File: config.mk
export PLATFORM = sky130hd
export DESIGN_NAME = battery_gauge_window_average_unit
export DESIGN_NICKNAME = d
export VERILOG_FILES = /design/src/rtl/bgwa_pkg.sv /design/src/rtl/bgwa_front.sv /design/src/rtl/bgwa_fifo.sv /design/src/rtl/bgwa_div.sv /design/src/rtl/bgwa_back.sv /design/src/rtl/battery_gauge_window_average_unit.sv
export SDC_FILE = /design/constraint.sdc
export NUM_CORES = 1
export LEC_CHECK = 0
export ABC_AREA = 1
export BUFFER_PORTS_ARGS = -buffer_cell sky130_fd_sc_hd__buf_2
export CAP_MARGIN = 20
export CORE_MARGIN = 3
export CORE_UTILIZATION = 35
export CTS_CLUSTER_DIAMETER = 100
export CTS_CLUSTER_SIZE = 16
export DETAILED_ROUTE_END_ITERATION = 7
export PLACE_DENSITY = 0.51
export SYNTH_ARGS = -nofsm -noshare
export SYNTH_HDL_FRONTEND = slang
export SYNTH_SLANG_ARGS = --single-unit
File: constraint.sdc
create_clock -name clk -period 16.7 [get_ports clk]
set_input_delay 3.34 -clock clk [delete_from_list [all_inputs] [get_ports clk]]
set_output_delay 3.34 -clock clk [all_outputs]
set_load 0.02 [all_outputs]
File: src/rtl/bgwa_pkg.sv
// bgwa_pkg: shared widths, constants and types of the battery gauge window averager.
// No dependencies; imported by every module of the block.
package bgwa_pkg;

  // field widths
  localparam int RAW_W       = 12;
  localparam int MV_W        = 13;
  localparam int PCT_W       = 7;

  // converter scaling: pin mV = raw * PIN_FULL_MV / ADC_FULL_CODE
  localparam int PIN_FULL_MV   = 3300;
  localparam int ADC_FULL_CODE = 4095;
  localparam int SCALE_W       = 24;  // raw * 3300 fits 24 bits
  localparam int SCALE_SHIFT   = 12;  // 4095 = 2^12 - 1

  // charge curve arithmetic
  localparam int SEG_D_W     = 9;   // offset inside a segment, below 400
  localparam int NUM_W       = 5;   // segment percent span, up to 20
  localparam int PROD_W      = 14;  // offset times span, below 4096
  localparam int RECIP_W     = 15;  // reciprocal of a segment mV span
  localparam int RECIP_SHIFT = 21;  // reciprocals scaled by 2^21, exact below 4096

  // knee voltages of the Li-Po curve, battery mV
  localparam logic [MV_W-1:0] KNEE_FULL = 13'd4200;
  localparam logic [MV_W-1:0] KNEE_90   = 13'd4060;
  localparam logic [MV_W-1:0] KNEE_75   = 13'd3920;
  localparam logic [MV_W-1:0] KNEE_55   = 13'd3800;
  localparam logic [MV_W-1:0] KNEE_40   = 13'd3700;
  localparam logic [MV_W-1:0] KNEE_25   = 13'd3600;
  localparam logic [MV_W-1:0] KNEE_10   = 13'd3400;
  localparam logic [MV_W-1:0] KNEE_0    = 13'd3000;

  localparam logic [PCT_W-1:0] PCT_FULL = 7'd100;

  // defaults
  localparam int               WINDOW_LEN_DEF = 16;
  localparam logic [MV_W-1:0]  CRIT_RESET     = 13'd3300;

  // queue status seen by the front and back parts
  typedef struct packed {
    logic full;
    logic empty;
  } fifo_stat_t;

endpackage

File: src/rtl/bgwa_front.sv
// bgwa_front: accepts sample words, scales good readings to pin mV and sums each window.
// Depends on bgwa_pkg; pushes {sum, good count} of each non-empty window into the queue.
module bgwa_front import bgwa_pkg::*; #(
  parameter int WINDOW_LEN = WINDOW_LEN_DEF
) (
  input  logic                 clk,
  input  logic                 rst_n,
  input  logic                 in_valid,
  output logic                 in_stall,
  input  logic [RAW_W-1:0]     in_raw_sample,
  input  logic                 in_read_ok,
  input  fifo_stat_t           fifo_stat,
  output logic                 push,
  output logic [$clog2(PIN_FULL_MV*WINDOW_LEN+1)+$clog2(WINDOW_LEN+1)-1:0] push_data
);

  localparam int SUM_W = $clog2(PIN_FULL_MV * WINDOW_LEN + 1);
  localparam int CNT_W = $clog2(WINDOW_LEN + 1);

  logic                 busy_r;
  logic [SCALE_W-1:0]   prod_r;
  logic                 ok_r;
  logic [SUM_W-1:0]     sum_r, sum_nxt;
  logic [CNT_W-1:0]     good_r, good_nxt;
  logic [CNT_W-1:0]     att_r;
  logic                 accept;
  logic                 win_end;
  logic [RAW_W-1:0]     q0;
  logic [RAW_W:0]       rem;
  logic [RAW_W-1:0]     mv;

  // one word in flight; the queue must have room before a word is taken
  assign in_stall = busy_r | fifo_stat.full;
  assign accept   = in_valid & ~in_stall;

  // stage 1: raw * 3300
  always_ff @(posedge clk) begin
    if (!rst_n) begin
      busy_r <= 1'b0;
    end else begin
      busy_r <= accept;
    end
    if (accept) begin
      prod_r <= SCALE_W'(in_raw_sample) * SCALE_W'(PIN_FULL_MV);
      ok_r   <= in_read_ok;
    end
  end

  // stage 2: divide by 4095 = 2^12-1: estimate by shift, one correction
  assign q0  = prod_r[SCALE_W-1 -: RAW_W];
  assign rem = {1'b0, prod_r[SCALE_SHIFT-1:0]} + {1'b0, q0};
  assign mv  = (rem >= (RAW_W+1)'(ADC_FULL_CODE)) ? q0 + RAW_W'(1) : q0;

  assign sum_nxt  = ok_r ? sum_r + SUM_W'(mv) : sum_r;
  assign good_nxt = ok_r ? good_r + CNT_W'(1) : good_r;
  assign win_end  = (att_r == CNT_W'(WINDOW_LEN - 1));

  assign push      = busy_r & win_end & (good_nxt != '0);
  assign push_data = {sum_nxt, good_nxt};

  // window accumulators
  always_ff @(posedge clk) begin
    if (!rst_n) begin
      sum_r  <= '0;
      good_r <= '0;
      att_r  <= '0;
    end else if (busy_r) begin
      if (win_end) begin
        sum_r  <= '0;
        good_r <= '0;
        att_r  <= '0;
      end else begin
        sum_r  <= sum_nxt;
        good_r <= good_nxt;
        att_r  <= att_r + CNT_W'(1);
      end
    end
  end

endmodule

File: src/rtl/bgwa_fifo.sv
// bgwa_fifo: two-entry queue between the front and back parts.
// Depends on bgwa_pkg for the status struct.
module bgwa_fifo import bgwa_pkg::*; #(
  parameter int W = 16
) (
  input  logic         clk,
  input  logic         rst_n,
  input  logic         push,
  input  logic [W-1:0] wr_data,
  input  logic         pop,
  output logic [W-1:0] rd_data,
  output fifo_stat_t   stat
);

  logic [W-1:0] mem [2];
  logic         wr_ptr_r, rd_ptr_r;
  logic [1:0]   cnt_r;

  assign stat.full  = (cnt_r == 2'd2);
  assign stat.empty = (cnt_r == 2'd0);
  assign rd_data    = mem[rd_ptr_r];

  always_ff @(posedge clk) begin
    if (push) begin
      mem[wr_ptr_r] <= wr_data;
    end
  end

  // pointers and fill level
  always_ff @(posedge clk) begin
    if (!rst_n) begin
      wr_ptr_r <= 1'b0;
      rd_ptr_r <= 1'b0;
      cnt_r    <= 2'd0;
    end else begin
      if (push) wr_ptr_r <= ~wr_ptr_r;
      if (pop)  rd_ptr_r <= ~rd_ptr_r;
      cnt_r <= cnt_r + {1'b0, push} - {1'b0, pop};
    end
  end

endmodule

File: src/rtl/bgwa_div.sv
// bgwa_div: restoring divider, one quotient bit a cycle.
// Depends on bgwa_pkg; used by the back part for the window average.
module bgwa_div import bgwa_pkg::*; #(
  parameter int DW = 16,
  parameter int VW = 9
) (
  input  logic          clk,
  input  logic          rst_n,
  input  logic          start,
  input  logic [DW-1:0] dividend,
  input  logic [VW-1:0] divisor,
  output logic          done,
  output logic [DW-1:0] quotient
);

  localparam int CW = $clog2(DW + 1);

  logic          busy_r, done_r;
  logic [CW-1:0] cnt_r;
  logic [DW-1:0] quo_r;
  logic [VW-1:0] rem_r;
  logic [VW-1:0] div_r;
  logic [VW:0]   rem_sh;
  logic [VW+1:0] diff;
  logic          ge;

  // trial subtract of the shifted remainder
  assign rem_sh = {rem_r, quo_r[DW-1]};
  assign diff   = {1'b0, rem_sh} - {2'b0, div_r};
  assign ge     = ~diff[VW+1];

  assign done     = done_r;
  assign quotient = quo_r;

  always_ff @(posedge clk) begin
    if (!rst_n) begin
      busy_r <= 1'b0;
      done_r <= 1'b0;
      cnt_r  <= '0;
    end else begin
      done_r <= 1'b0;
      if (start) begin
        busy_r <= 1'b1;
        cnt_r  <= CW'(DW);
      end else if (busy_r) begin
        cnt_r <= cnt_r - CW'(1);
        if (cnt_r == CW'(1)) begin
          busy_r <= 1'b0;
          done_r <= 1'b1;
        end
      end
    end
  end

  // datapath
  always_ff @(posedge clk) begin
    if (start) begin
      quo_r <= dividend;
      rem_r <= '0;
      div_r <= divisor;
    end else if (busy_r) begin
      rem_r <= ge ? diff[VW-1:0] : rem_sh[VW-1:0];
      quo_r <= {quo_r[DW-2:0], ge};
    end
  end

endmodule

File: src/rtl/bgwa_back.sv
// bgwa_back: takes window sums from the queue, averages, maps to percent, holds the result.
// Depends on bgwa_pkg and bgwa_div.
module bgwa_back import bgwa_pkg::*; #(
  parameter int WINDOW_LEN = WINDOW_LEN_DEF
) (
  input  logic              clk,
  input  logic              rst_n,
  input  fifo_stat_t        fifo_stat,
  input  logic [$clog2(PIN_FULL_MV*WINDOW_LEN+1)+$clog2(WINDOW_LEN+1)-1:0] pop_data,
  output logic              pop,
  input  logic [MV_W-1:0]   critical_mv,
  output logic              out_valid,
  input  logic              out_stall,
  output logic [MV_W-1:0]   out_battery_mv,
  output logic [PCT_W-1:0]  out_charge_percent,
  output logic              out_battery_ok
);

  localparam int SUM_W  = $clog2(PIN_FULL_MV * WINDOW_LEN + 1);
  localparam int CNT_W  = $clog2(WINDOW_LEN + 1);
  localparam int FRAC_W = PROD_W + RECIP_W;

  typedef enum logic [5:0] {
    ST_IDLE    = 6'b000001,
    ST_DIV_AVG = 6'b000010,
    ST_SEG     = 6'b000100,
    ST_PROD    = 6'b001000,
    ST_PCT     = 6'b010000,
    ST_HOLD    = 6'b100000
  } back_state_t;

  back_state_t        state_r, state_nxt;
  logic [MV_W-1:0]    bat_r;
  logic [SEG_D_W-1:0] d_r;
  logic [NUM_W-1:0]   num_r;
  logic [RECIP_W-1:0] rcp_r;
  logic [PCT_W-1:0]   base_r;
  logic [PROD_W-1:0]  prod_r;
  logic [PCT_W-1:0]   pct_r;
  logic               out_valid_r;
  logic [MV_W-1:0]    out_mv_r;
  logic [PCT_W-1:0]   out_pct_r;
  logic               out_ok_r;

  logic               div_start, div_done;
  logic [SUM_W-1:0]   div_dividend, div_quo;
  logic [CNT_W-1:0]   div_divisor;
  logic [FRAC_W-1:0]  frac;
  logic [MV_W-1:0]    seg_mv, seg_diff;
  logic [NUM_W-1:0]   seg_num;
  logic [RECIP_W-1:0] seg_rcp;
  logic [PCT_W-1:0]   seg_base;
  logic               load_out;

  bgwa_div #(.DW(SUM_W), .VW(CNT_W)) u_div (
    .clk      (clk),
    .rst_n    (rst_n),
    .start    (div_start),
    .dividend (div_dividend),
    .divisor  (div_divisor),
    .done     (div_done),
    .quotient (div_quo)
  );

  // segment of the charge curve; flat ends use a zero span
  // reciprocals are 2^21 over the segment mV span, rounded up
  always_comb begin
    seg_mv   = bat_r;
    seg_num  = '0;
    seg_rcp  = '0;
    seg_base = '0;
    if (bat_r >= KNEE_FULL) begin
      seg_base = PCT_FULL;
    end else if (bat_r >= KNEE_90) begin
      seg_mv = KNEE_90; seg_base = 7'd90; seg_num = 5'd10; seg_rcp = 15'd14980;
    end else if (bat_r >= KNEE_75) begin
      seg_mv = KNEE_75; seg_base = 7'd75; seg_num = 5'd15; seg_rcp = 15'd14980;
    end else if (bat_r >= KNEE_55) begin
      seg_mv = KNEE_55; seg_base = 7'd55; seg_num = 5'd20; seg_rcp = 15'd17477;
    end else if (bat_r >= KNEE_40) begin
      seg_mv = KNEE_40; seg_base = 7'd40; seg_num = 5'd15; seg_rcp = 15'd20972;
    end else if (bat_r >= KNEE_25) begin
      seg_mv = KNEE_25; seg_base = 7'd25; seg_num = 5'd15; seg_rcp = 15'd20972;
    end else if (bat_r >= KNEE_10) begin
      seg_mv = KNEE_10; seg_base = 7'd10; seg_num = 5'd15; seg_rcp = 15'd10486;
    end else if (bat_r >= KNEE_0) begin
      seg_mv = KNEE_0;  seg_base = 7'd0;  seg_num = 5'd10; seg_rcp = 15'd5243;
    end
  end
  assign seg_diff = bat_r - seg_mv;

  // in-segment fraction by reciprocal multiplication
  assign frac = FRAC_W'(prod_r) * FRAC_W'(rcp_r);

  // divider operands: window sum over good count, taken as the word is popped
  assign div_dividend = pop_data[CNT_W +: SUM_W];
  assign div_divisor  = pop_data[CNT_W-1:0];
  assign div_start    = pop;

  assign pop      = (state_r == ST_IDLE) & ~fifo_stat.empty;
  assign load_out = (state_r == ST_HOLD) & (~out_valid_r | ~out_stall);

  // sequencer
  always_comb begin
    state_nxt = state_r;
    unique case (state_r)
      ST_IDLE:    if (!fifo_stat.empty) state_nxt = ST_DIV_AVG;
      ST_DIV_AVG: if (div_done) state_nxt = ST_SEG;
      ST_SEG:     state_nxt = ST_PROD;
      ST_PROD:    state_nxt = ST_PCT;
      ST_PCT:     state_nxt = ST_HOLD;
      ST_HOLD:    if (load_out) state_nxt = ST_IDLE;
      default:    state_nxt = ST_IDLE;
    endcase
  end

  always_ff @(posedge clk) begin
    if (!rst_n) begin
      state_r <= ST_IDLE;
    end else begin
      state_r <= state_nxt;
    end
  end

  // working registers
  always_ff @(posedge clk) begin
    if (state_r == ST_DIV_AVG && div_done) begin
      bat_r <= {div_quo[MV_W-2:0], 1'b0};
    end
    if (state_r == ST_SEG) begin
      d_r    <= seg_diff[SEG_D_W-1:0];
      num_r  <= seg_num;
      rcp_r  <= seg_rcp;
      base_r <= seg_base;
    end
    if (state_r == ST_PROD) begin
      prod_r <= PROD_W'(d_r) * PROD_W'(num_r);
    end
    if (state_r == ST_PCT) begin
      pct_r <= base_r + PCT_W'(frac[RECIP_SHIFT +: NUM_W]);
    end
  end

  // output register
  always_ff @(posedge clk) begin
    if (!rst_n) begin
      out_valid_r <= 1'b0;
    end else if (load_out) begin
      out_valid_r <= 1'b1;
    end else if (!out_stall) begin
      out_valid_r <= 1'b0;
    end
    if (load_out) begin
      out_mv_r  <= bat_r;
      out_pct_r <= pct_r;
      out_ok_r  <= (bat_r > critical_mv);
    end
  end

  assign out_valid          = out_valid_r;
  assign out_battery_mv     = out_mv_r;
  assign out_charge_percent = out_pct_r;
  assign out_battery_ok     = out_ok_r;

endmodule

File: src/rtl/battery_gauge_window_average_unit.sv
// battery_gauge_window_average_unit: top level of the battery gauge window averager.
// Depends on bgwa_pkg, bgwa_front, bgwa_fifo, bgwa_back (with bgwa_div).
//
// Input words carry one 12-bit converter sample and a read-ok flag (in_valid/in_stall).
// Every WINDOW_LEN words close a window; a window with at least one good sample
// yields one result word on out_valid/out_stall: battery mV, charge percent and an
// ok flag against critical_mv. A window with no good sample yields nothing.
// critical_mv is written over cfg_valid/cfg_ready (always ready); the user must write it
// only while the block is idle, which the block itself does not enforce. The two-stage
// scaling path holds one word at a time, so a new word is taken only after the last has
// left it. With an idle output register, out_valid rises once the serial divider, one bit
// a cycle over the window sum width (16 at the default window), has formed the average
// and the charge curve has been applied by reciprocal multiplication in ST_SEG to ST_PCT.
// A two-entry queue lets the front keep taking words while the back works or the
// receiver stalls; when the queue is full the front raises in_stall. A stalled result
// stays on the outputs unchanged. Synchronous active-low reset empties the queue,
// clears the window sums and sets critical_mv to 3300.
module battery_gauge_window_average_unit import bgwa_pkg::*; #(
  parameter int WINDOW_LEN = WINDOW_LEN_DEF
) (
  input  logic              clk,
  input  logic              rst_n,
  input  logic              in_valid,
  output logic              in_stall,
  input  logic [RAW_W-1:0]  in_raw_sample,
  input  logic              in_read_ok,
  output logic              out_valid,
  input  logic              out_stall,
  output logic [MV_W-1:0]   out_battery_mv,
  output logic [PCT_W-1:0]  out_charge_percent,
  output logic              out_battery_ok,
  input  logic              cfg_valid,
  output logic              cfg_ready,
  input  logic [MV_W-1:0]   cfg_critical_mv
);

  localparam int SUM_W = $clog2(PIN_FULL_MV * WINDOW_LEN + 1);
  localparam int CNT_W = $clog2(WINDOW_LEN + 1);
  localparam int Q_W   = SUM_W + CNT_W;

  logic [MV_W-1:0] crit_r;
  logic            push, pop;
  logic [Q_W-1:0]  push_data, pop_data;
  fifo_stat_t      fifo_stat;

  // threshold register
  assign cfg_ready = 1'b1;
  always_ff @(posedge clk) begin
    if (!rst_n) begin
      crit_r <= CRIT_RESET;
    end else if (cfg_valid && cfg_ready) begin
      crit_r <= cfg_critical_mv;
    end
  end

  bgwa_front #(.WINDOW_LEN(WINDOW_LEN)) u_front (
    .clk           (clk),
    .rst_n         (rst_n),
    .in_valid      (in_valid),
    .in_stall      (in_stall),
    .in_raw_sample (in_raw_sample),
    .in_read_ok    (in_read_ok),
    .fifo_stat     (fifo_stat),
    .push          (push),
    .push_data     (push_data)
  );

  bgwa_fifo #(.W(Q_W)) u_fifo (
    .clk     (clk),
    .rst_n   (rst_n),
    .push    (push),
    .wr_data (push_data),
    .pop     (pop),
    .rd_data (pop_data),
    .stat    (fifo_stat)
  );

  bgwa_back #(.WINDOW_LEN(WINDOW_LEN)) u_back (
    .clk                (clk),
    .rst_n              (rst_n),
    .fifo_stat          (fifo_stat),
    .pop_data           (pop_data),
    .pop                (pop),
    .critical_mv        (crit_r),
    .out_valid          (out_valid),
    .out_stall          (out_stall),
    .out_battery_mv     (out_battery_mv),
    .out_charge_percent (out_charge_percent),
    .out_battery_ok     (out_battery_ok)
  );

  // queue never written when full nor read when empty
  a_no_overflow: assert property (@(posedge clk) disable iff (!rst_n)
    push |-> !fifo_stat.full) else $error("window queue overflow");

  a_no_underflow: assert property (@(posedge clk) disable iff (!rst_n)
    pop |-> !fifo_stat.empty) else $error("window queue underflow");

  // a result is an even voltage in range with a percentage of at most 100
  a_result_range: assert property (@(posedge clk) disable iff (!rst_n)
    out_valid |-> (out_battery_mv[0] == 1'b0) && (out_battery_mv <= 13'd6600) &&
                  (out_charge_percent <= PCT_FULL))
    else $error("result out of range");

endmodule
==> results of run 1 <==
[cell type report]
class                   instances  share of cell area
clock inverters                 5             0.00167
inverters                     506              0.0844
multi-input cells            1607               0.551
repair buffers                 64              0.0165
clock buffers                  29              0.0228
well taps                     765              0.0425
flip-flops and latches        232               0.281
[flip-flops by register name (all words and copies together) (netlist names), 4 cells and up, named ones only]
signal                     cells
u_back.out_charge_percent      7
u_back.bat_r                  12
u_back.u_div.div_r             5
u_back.state_r                 6
u_back.out_battery_mv         12
u_back.num_r                   4
u_back.u_div.quotient         16
u_front.good_r                 5
u_front.att_r                  5
u_back.u_div.cnt_r             5
u_back.prod_r                 13
crit_r                        13
u_back.pct_r                   7
u_back.u_div.rem_r             5
u_front.prod_r                22
u_back.d_r                     8
u_back.base_r                  7
u_front.sum_r                 16
u_back.rcp_r                  11
u_fifo.mem                    42
[logic make-up (layout without fill, tap and decap cells)]
| logic type | after synthesis | after routing | synth area share |
|---|---|---|---|
| AOI/OAI and AO/OA | 277 | 277 | 0.0744 |
| xor gates and xnor gates | 76 | 76 | 0.0319 |
| adders and majority gates | 417 | 417 | 0.319 |
| buffers and inverters | 563 | 604 | 0.103 |
| DFF | 232 | 232 | 0.304 |
| muxes | 7 | 7 | 0.00366 |
| other | 2 | 2 | 0.000360 |
| and+or+nand+nor | 828 | 828 | 0.164 |
[where the power goes]
part / total [W] / internal [W] / switching (W)
combinational: 0.00116 / 0.000425 / 0.000732
sequential: 0.000824 / 0.000759 / 0.0000654
clock: 0.000429 / 0.000216 / 0.000213
[stage by stage]
step                instances  setup slack (ns)  total power (W)  cell area, um^2  utilization
floorplan                2402              9.46          0.00172            20800            -
global placement         3173              9.06          0.00199            21900        0.376
detailed placement       3173              9.06          0.00201            21900        0.376
CTS                      3207              9.61          0.00245            22500        0.385
global route             3208              9.31          0.00266            22500        0.386
finish                   3208              9.60          0.00241            22500        0.386
[worst paths after layout]
check	end	slack, ns	from
worst max-delay path	u_front.prod_r[22]$_DFFE_PP_	9.60	in_raw_sample[2]
worst min-delay path	u_back.out_charge_percent[2]$_DFFE_PP_	0.41	u_back.pct_r[2]$_DFFE_PP_
worst max register to register	u_back.pct_r[5]$_DFFE_PP_	9.65	u_back.rcp_r[9]$_SDFFCE_PP0P_
worst min register to register	u_back.out_charge_percent[2]$_DFFE_PP_	0.41	u_back.pct_r[2]$_DFFE_PP_
[per-layer routing]
layer	share of wire	up-vias	track usage
li1	-	7674	-
met3	0.036	45	0.0180
met5	0	-	0
met4	0.027	0	0.0407
met1	0.45	7346	0.208
met2	0.49	232	0.273
[layout by cell type (no fill, tap or decap), drive strengths merged, types with 64 or more instances in the layout]
cell / netlist / final
fa: 191 / 191
o21ai: 100 / 100
inv: 505 / 509
nand2: 546 / 546
edfxtp: 168 / 168
nand3: 88 / 88
dfxtp: 64 / 64
ha: 226 / 226
nor2: 119 / 119
buf: 9 / 64
a21oi: 117 / 117
==> results.json, run 1 <==
{
  "synth-seq-cells": 232,
  "postSynthAreaPerCell_um2": 8.68,
  "cts_hold_buf": 0,
  "hold_slack_ns": 0.414,
  "crit_cells": 17,
  "layout_min_cycle_time_ns": 7.10,
  "max_slew_margin": 0.348,
  "seqCellArea_um2": 6330,
  "place.gp.congestion": 0.857,
  "synth_edf_count": 168,
  "setup_tns_ns": 0,
  "nFillCells": 6008,
  "post_cts_resized": 0,
  "drive_gt1_frac": 0.0520,
  "layout.nets": 2878,
  "slew_viol_final": 0,
  "critPathMaxFanout": 4,
  "via_per_inst": 4.77,
  "cts-buffers-inserted": 19,
  "async_reset_ff_frac": 0,
  "rows": 88,
  "grt-ovfl-total": 0,
  "syn_area_um2": 20800,
  "dr.pass1.iters": 5,
  "cts_tree": "built",
  "end_kind": "flip-flop",
  "drtAntennaViolNets": 0,
  "clk_latency_ns": 0.52,
  "netlist_instances": 2402,
  "die_area_um2": 62500,
  "yosysTopAreaCellShare": 0.242,
  "start_util": 0.357,
  "irDropWorstVdd_mv": 0.0636,
  "rr_worst_depth": 25,
  "die_h_um": 250,
  "antenna_found_initial": 0,
  "ys_warn_count": 0,
  "dr_total_vias": 15300,
  "grt_pass1_vias": 15700,
  "remaining_drc_errors": 0,
  "critPathTopFamily": "adder cells",
  "grt_usage": 0.157,
  "yosysMostFrequentCell": "nand2_1",
  "outcome": "complete, no violations",
  "io_pins": 55,
  "synth_cell_types": 50,
  "drt-total-wl_mm": 48.0,
  "skew_ns": 0.0181,
  "synth_common_cells": "nand2_1 (543), inv_1 (499), ha_1 (226), fa_1 (191), edfxtp_1 (168)",
  "crit_required_ns": 16.98,
  "die_w_um": 250,
  "drt-wirelength-per-cell_um": 15.0,
  "rsz0062_at_grt": "no",
  "grt_pass1_wl_mm": 80.8,
  "max_cap_violations": 0,
  "num_antenna_cells": 0,
  "cpPeakStageDelay_ns": 0.58,
  "hpwl_mm": 39.2,
  "synth_nets": 2850,
  "cellLeakagePower_nw": 11.3,
  "root_buffer": "clkbuf_16",
  "critPathSlowestCell": "fa_1",
  "synth-main-ff-cell": "edfxtp_1",
  "cp-start-kind": "primary input",
  "worstPathArrival_ns": 7.38,
  "tightestPinTransition_ns": 0.975,
  "worst-setup-path-type": "in2reg",
  "synth_area_leaders": "edfxtp_1 (24%), fa_1 (18%), ha_1 (14%)",
  "power.density_nw_per_um2": 107,
  "core-area_um2": 58400,
  "yosysSeqAreaShare": 0.304,
  "first_iter_violations": 1048,
  "multi_input_area_um2": 12400,
  "crit_buf_inv": 3,
  "clock_sinks": 232,
  "clockBufferDepth": 3,
  "htree_levels": 1,
  "whs_path_depth": 0,
  "post_cts_buffers": 0,
  "area_growth_syn_to_layout_pct": 7.94,
  "hold_viol": 0,
  "fmax_ghz": 0.141,
  "grt_max_degree": 37,
  "crit_path_cell_trace": "buf_2, ha_1, inv_1, fa_1, inv_1, fa_1, fa_1, fa_1, ha_1, nand2_1, or2_2, nand3_1, nand2_1, a31oi_1, nand2_1, nand3_1, nand2_1",
  "portBuffers": 52,
  "fin_crit_sh": 0.425,
  "setup_viol": 0,
  "cts.clk_slew.worst_paths_ns": 0.07,
  "hold_path.class": "reg2reg",
  "yosys.area.top_type": "edfxtp_1"
}
(Power assumes the default switching activity.)
==> run 2, diff against run 1 <==
Settings changed: PLACE_DENSITY 0.51 to 0.53.
Clock period 16.7 ns to 6.1 ns, I/O delays scaled along.
==> run 2 against run 1 <==
The flow now finishes with violations (negative setup slack). Utilization grew 3.6 points. Critical path depth is 10 higher. Wire length up 3.1%. Global-route usage up 0.37 points. Sequential share of layout area fell by 2.4 points. Non-clock buffer count grew 166. Die area unchanged. Combinational power rose to 2.9 times the previous value. Flip-flop and latch count is the same. Clock-buffer cell count up 2. Setup slack lost 9.6 ns. Clock power rose to 2.8 times the previous value. Highest routed layer unchanged.
==> results.json, run 2 (synthesized netlist as in run 1, its figures left out) <==
{
  "core-area_um2": 58400,
  "irDropWorstVdd_mv": 0.211,
  "tightestPinTransition_ns": 0.956,
  "grt_pass1_vias": 16700,
  "place_area_um2": 22900,
  "final_common_cell": "nand2_1",
  "cts-buffers-inserted": 20,
  "worst-setup-path-type": "reg2reg",
  "critPathTopFamily": "adder cells",
  "outcome": "finished with violations",
  "rows": 88,
  "crit_start": "u_back.prod_r[2]$_DFFE_PP_",
  "layout_common_cells": "nand2_1 (522), inv_1 (479), ha_1 (193)",
  "remaining_drc_errors": 0,
  "grt_max_degree": 37,
  "drt-total-wl_mm": 49.5,
  "num_antenna_cells": 0,
  "cts_tree": "built",
  "largest_registers": "u_fifo.mem x42, u_front.prod_r x22",
  "portBuffers": 52,
  "largest_reg_flops": 42,
  "utilization": 0.421,
  "start_util": 0.357,
  "clock_sinks": 232,
  "layout.nets": 3045,
  "critPathMaxFanout": 6,
  "worst_slack_ns": -0.0296,
  "place.gp.congestion": 0.847,
  "dr_total_vias": 15900,
  "power.density_nw_per_um2": 277,
  "skew_ns": 0.0240,
  "slew_viol_final": 0,
  "die_h_um": 250,
  "cpPeakStageDelay_ns": 0.57,
  "drtAntennaViolNets": 0,
  "crit_path_end": "u_back.pct_r[6]$_DFFE_PP_",
  "crit_cells": 27,
  "hold_slack_ns": 0.420,
  "max_cap_violations": 0,
  "root_buffer": "clkbuf_16",
  "grt_usage": 0.161,
  "r2r_slack_ns": -0.03,
  "fin_crit_sh": 1.00,
  "rsz0062_at_grt": "yes",
  "dr.pass1.iters": 5,
  "cts.clk_slew.worst_paths_ns": 0.07,
  "setup_viol": 2,
  "crit_buf_inv": 5,
  "cellLeakagePower_nw": 12.1,
  "drive_gt1_frac": 0.157,
  "fmax_ghz": 0.163,
  "reg2reg_to": "u_back.pct_r[6]$_DFFE_PP_",
  "crit_path_frequent_cell": "fa_1",
  "clk_latency_ns": 0.53,
  "power_w": 0.00682,
  "io_pins": 55,
  "grt_pass1_wl_mm": 83.0,
  "worstPathArrival_ns": 6.39,
  "die_w_um": 250,
  "final_area_um2": 24600,
  "clockBufferDepth": 3,
  "htree_levels": 1,
  "reg2reg_from": "u_back.prod_r[2]$_DFFE_PP_",
  "violations": "negative setup slack",
  "end_kind": "flip-flop",
  "max_slew_margin": 0.360,
  "critPathSlowestCell": "fa_1",
  "rr_worst_depth": 27,
  "via_per_inst": 4.71,
  "grt-ovfl-total": 0,
  "first_iter_violations": 733,
  "antenna_found_initial": 0,
  "top_register": "u_fifo.mem",
  "hold_viol": 0,
  "layout_min_cycle_time_ns": 6.13,
  "die_area_um2": 62500,
  "cp-start-kind": "flip-flop",
  "crit_required_ns": 6.37,
  "hpwl_mm": 40.3,
  "drt-wirelength-per-cell_um": 14.7,
  "hold_path.class": "reg2reg",
  "area_growth_syn_to_layout_pct": 17.9
}
-- run 2: cell count changes in the layout (fill, tap and decap cells not counted), moves of 17 or more --
cell | previous run | this run
buf_4 | 11 | 156
ha_1 | 226 | 193
ha_4 | 0 | 33
nand2_1 | 543 | 522
inv_1 | 499 | 479
inv_2 | 6 | 26
nand2_2 | 2 | 20
buf_6 | 0 | 17
-- run 2: area by class of cell --
| class | instances | area (um^2) |
|---|---|---|
| clock buffers | 31 | 542 |
| well taps | 765 | 957 |
| multi-input cells | 1607 | 13000 |
| fillers | 5819 | 33800 |
| inverters | 506 | 1900 |
| repair buffers | 230 | 1740 |
| flip-flops and latches | 232 | 6330 |
| clock inverters | 5 | 66.3 |
-- run 2: repair_timing --
| item | CTS | global route |
|---|---|---|
| resized for setup | 109 | 38 |
| setup endpoints to repair | 5 | 4 |
| buffers inserted | 35 | 8 |
| pin swaps | 79 | 55 |
| hold buffers | 0 | 0 |
| gates cloned | 0 | 1 |
-- run 2: routing by layer --
| metal | vias to the layer above | share of wire | global-route usage |
|---|---|---|---|
| li1 | 7989 | - | - |
| met1 | 7636 | 0.45 | 0.205 |
| met2 | 215 | 0.50 | 0.292 |
| met3 | 65 | 0.023 | 0.0143 |
| met4 | 0 | 0.027 | 0.0420 |
| met5 | - | 0 | 0 |
-- run 2: per-stage QoR --
stage	worst slack, ns	setup TNS [ns]	std cells
2_1_floorplan	0.000110	0	2402
3_3_place_gp	-0.516	-1.57	3297
3_5_place_dp	-0.548	-1.61	3298
4_1_cts	-0.0766	-0.148	3368
5_1_grt	-0.316	-0.978	3376
6_report	-0.0296	-0.0403	3376
-- run 2: how the worst min path moves through the flow --
stage,from,endpoint,slack (ns),cells after the start
6_report,u_back.pct_r[2]$_DFFE_PP_,u_back.out_charge_percent[2]$_DFFE_PP_,0.42,0
2_1_floorplan,u_back.pct_r[0]$_DFFE_PP_,u_back.out_charge_percent[0]$_DFFE_PP_,0.40,0
3_5_place_dp,u_back.pct_r[0]$_DFFE_PP_,u_back.out_charge_percent[0]$_DFFE_PP_,0.41,0
3_3_place_gp,u_back.pct_r[3]$_DFFE_PP_,u_back.out_charge_percent[3]$_DFFE_PP_,0.40,0
5_1_grt,u_back.pct_r[3]$_DFFE_PP_,u_back.out_charge_percent[3]$_DFFE_PP_,0.42,0
4_1_cts,u_back.pct_r[0]$_DFFE_PP_,u_back.out_charge_percent[0]$_DFFE_PP_,0.42,0
-- run 2: where the power goes --
part | leakage (nW) | total [W] | switching [W] | internal (W)
Clock | 0.289 | 0.00122 | 0.000594 | 0.000630
Combinational | 9.74 | 0.00334 | 0.00207 | 0.00127
Sequential | 2.07 | 0.00225 | 0.000172 | 0.00208
==> run 3, diff against run 2 <==
Settings changed: RECOVER_POWER set to 50.
==> run 3 against run 2 <==
The run ends with max-capacitance violations, max-slew violations, negative setup slack left. Setup slack better by 0.0068 ns. Clock skew down 0.0025 ns. Register-to-register slack about the same. Die area unchanged. Final cell count unchanged. Global-route usage unchanged. Via count about the same. Power about the same. Wire length about the same. Sequential share of layout area up 0.083 points. Clock power about the same. Largest power group unchanged.
==> results.json, run 3 (synthesized netlist as in run 1, its figures left out) <==
{
  "layout_common_cells": "nand2_1 (522), inv_1 (483), ha_1 (193)",
  "irDropWorstVdd_mv": 0.211,
  "place.gp.congestion": 0.847,
  "rows": 88,
  "r2r_slack_ns": -0.02,
  "crit_start": "u_back.prod_r[2]$_DFFE_PP_",
  "utilization": 0.420,
  "reg2reg_to": "u_back.pct_r[6]$_DFFE_PP_",
  "cp-start-kind": "flip-flop",
  "die_area_um2": 62500,
  "clock_sinks": 232,
  "grt_max_degree": 37,
  "clockBufferDepth": 3,
  "drive_gt1_frac": 0.147,
  "htree_levels": 1,
  "max_cap_violations": 1,
  "hpwl_mm": 40.3,
  "clk_latency_ns": 0.53,
  "layout.nets": 3045,
  "hold_viol": 0,
  "top_register": "u_fifo.mem",
  "start_util": 0.357,
  "grt_pass1_wl_mm": 83.0,
  "io_pins": 55,
  "violations": "max-capacitance violations, max-slew violations, negative setup slack",
  "p_int_w": 0.00398,
  "outcome": "finished with violations",
  "p_comb_frac": 0.490,
  "drt-wirelength-per-cell_um": 14.7,
  "skew_ns": 0.0215,
  "dr.pass1.iters": 5,
  "first_iter_violations": 744,
  "die_h_um": 250,
  "cts_tree": "built",
  "drt-total-wl_mm": 49.5,
  "critPathMaxFanout": 6,
  "area_growth_syn_to_layout_pct": 17.5,
  "place_worst_setup_slack_ns": -0.548,
  "power.density_nw_per_um2": 278,
  "slew_viol_final": 35,
  "layout_min_cycle_time_ns": 6.12,
  "power_w": 0.00681,
  "grt_pass1_vias": 16700,
  "grt_usage": 0.161,
  "rsz0062_at_grt": "yes",
  "critPathSlowestCell": "fa_1",
  "num_antenna_cells": 0,
  "crit_path_frequent_cell": "fa_1",
  "portBuffers": 52,
  "worst-setup-path-type": "reg2reg",
  "tightestPinTransition_ns": 1.76,
  "hold_path.class": "reg2reg",
  "p_sw_frac": 0.416,
  "cts.clk_slew.worst_paths_ns": 0.07,
  "drtAntennaViolNets": 0,
  "dr_total_vias": 15900,
  "core-area_um2": 58400,
  "final_common_cell": "nand2_1",
  "remaining_drc_errors": 0,
  "clkPwrFrac": 0.180,
  "grt-ovfl-total": 0,
  "final_area_um2": 24500,
  "via_per_inst": 4.71,
  "antenna_found_initial": 0,
  "worst_slack_ns": -0.0228,
  "cts-buffers-inserted": 20,
  "nFillCells": 5835,
  "largest_registers": "u_fifo.mem x42, u_front.prod_r x22",
  "crit_required_ns": 6.37,
  "rr_worst_depth": 27,
  "p_switching_w": 0.00284,
  "crit_path_end": "u_back.pct_r[6]$_DFFE_PP_",
  "cts_hold_buf": 0,
  "root_buffer": "clkbuf_16",
  "worstPathArrival_ns": 6.39,
  "largest_reg_flops": 42,
  "fmax_ghz": 0.163,
  "place_area_um2": 22900,
  "max_slew_margin": -0.174,
  "reg2reg_from": "u_back.prod_r[2]$_DFFE_PP_",
  "end_kind": "flip-flop",
  "setup_viol": 2,
  "p_seq_frac": 0.330,
  "die_w_um": 250,
  "fin_crit_sh": 1.00,
  "cpPeakStageDelay_ns": 0.57,
  "cellLeakagePower_nw": 12.0
}
[run 3: changes by cell type in the layout (fill, tap and decap cells not counted), moves of 2 or more]
cell and delta:
clkbuf_1 +16, buf_2 -11, buf_4 -4, inv_1 +4, inv_2 -4, a21oi_1 +2
a21oi_2 -2, mux2_1 +2, mux2_2 -2
[run 3: per-layer routing]
| layer | wire length, um | global-route usage |
|---|---|---|
| met2 | 24700 | 0.292 |
| met3 | 1160 | 0.0143 |
| met1 | 22300 | 0.205 |
| met5 | 0 | 0 |
| met4 | 1440 | 0.0420 |
[run 3: cell type report]
class / instances / area [um^2] / area share
well taps: 765 / 957 / 0.0391
clock inverters: 5 / 66.3 / 0.00271
clock buffers: 31 / 542 / 0.0221
inverters: 506 / 1900 / 0.0775
flip-flops and latches: 232 / 6330 / 0.258
repair buffers: 230 / 1680 / 0.0687
multi-input cells: 1607 / 13000 / 0.532
[run 3: power groups by stage]
stage               registers [W]  clock network, W  logic [W]
floorplan                 0.00221                 0    0.00251
CTS                       0.00225           0.00127    0.00338
detailed placement        0.00228                 0    0.00325
finish                    0.00225           0.00123    0.00334
global placement          0.00228                 0    0.00321
global route              0.00228           0.00134    0.00388
[run 3: worst min-delay path by stage]
stage,startpoint,to,depth (start not counted),slack (ns)
2_1_floorplan,u_back.pct_r[0]$_DFFE_PP_,u_back.out_charge_percent[0]$_DFFE_PP_,0,0.40
3_3_place_gp,u_back.pct_r[3]$_DFFE_PP_,u_back.out_charge_percent[3]$_DFFE_PP_,0,0.40
3_5_place_dp,u_back.pct_r[0]$_DFFE_PP_,u_back.out_charge_percent[0]$_DFFE_PP_,0,0.41
4_1_cts,u_back.pct_r[0]$_DFFE_PP_,u_back.out_charge_percent[0]$_DFFE_PP_,0,0.42
5_1_grt,u_back.pct_r[3]$_DFFE_PP_,u_back.out_charge_percent[3]$_DFFE_PP_,0,0.42
6_report,u_back.pct_r[2]$_DFFE_PP_,u_back.out_charge_percent[2]$_DFFE_PP_,0,0.42
[run 3: what timing repair did]
item                                   CTS  global route
setup endpoints to repair                5             4
endpoints found under the hold margin    0             0
gates resized for setup                109            38
pin swaps                               79            55
gates cloned                             0             1
buffers inserted                        35             8
[run 3: worst max-delay path: cells and delay by family, from the launching register on]
family,cells,cell delay [ns]
adders and majority gates,9,3.56
and+or+nand+nor,9,0.74
DFF,1,0.53
AOI/OAI and AO/OA,3,0.51
buffers and inverters,5,0.41
xor gates and xnor gates,1,0.09
[run 3: per-stage QoR]
step           hold slack (ns)  setup TNS, ns  instances
2_1_floorplan            0.400              0       2402
3_3_place_gp             0.403          -1.57       3297
3_5_place_dp             0.405          -1.61       3298
4_1_cts                  0.419         -0.148       3368
5_1_grt                  0.424         -0.978       3376
6_report                 0.419        -0.0318       3376
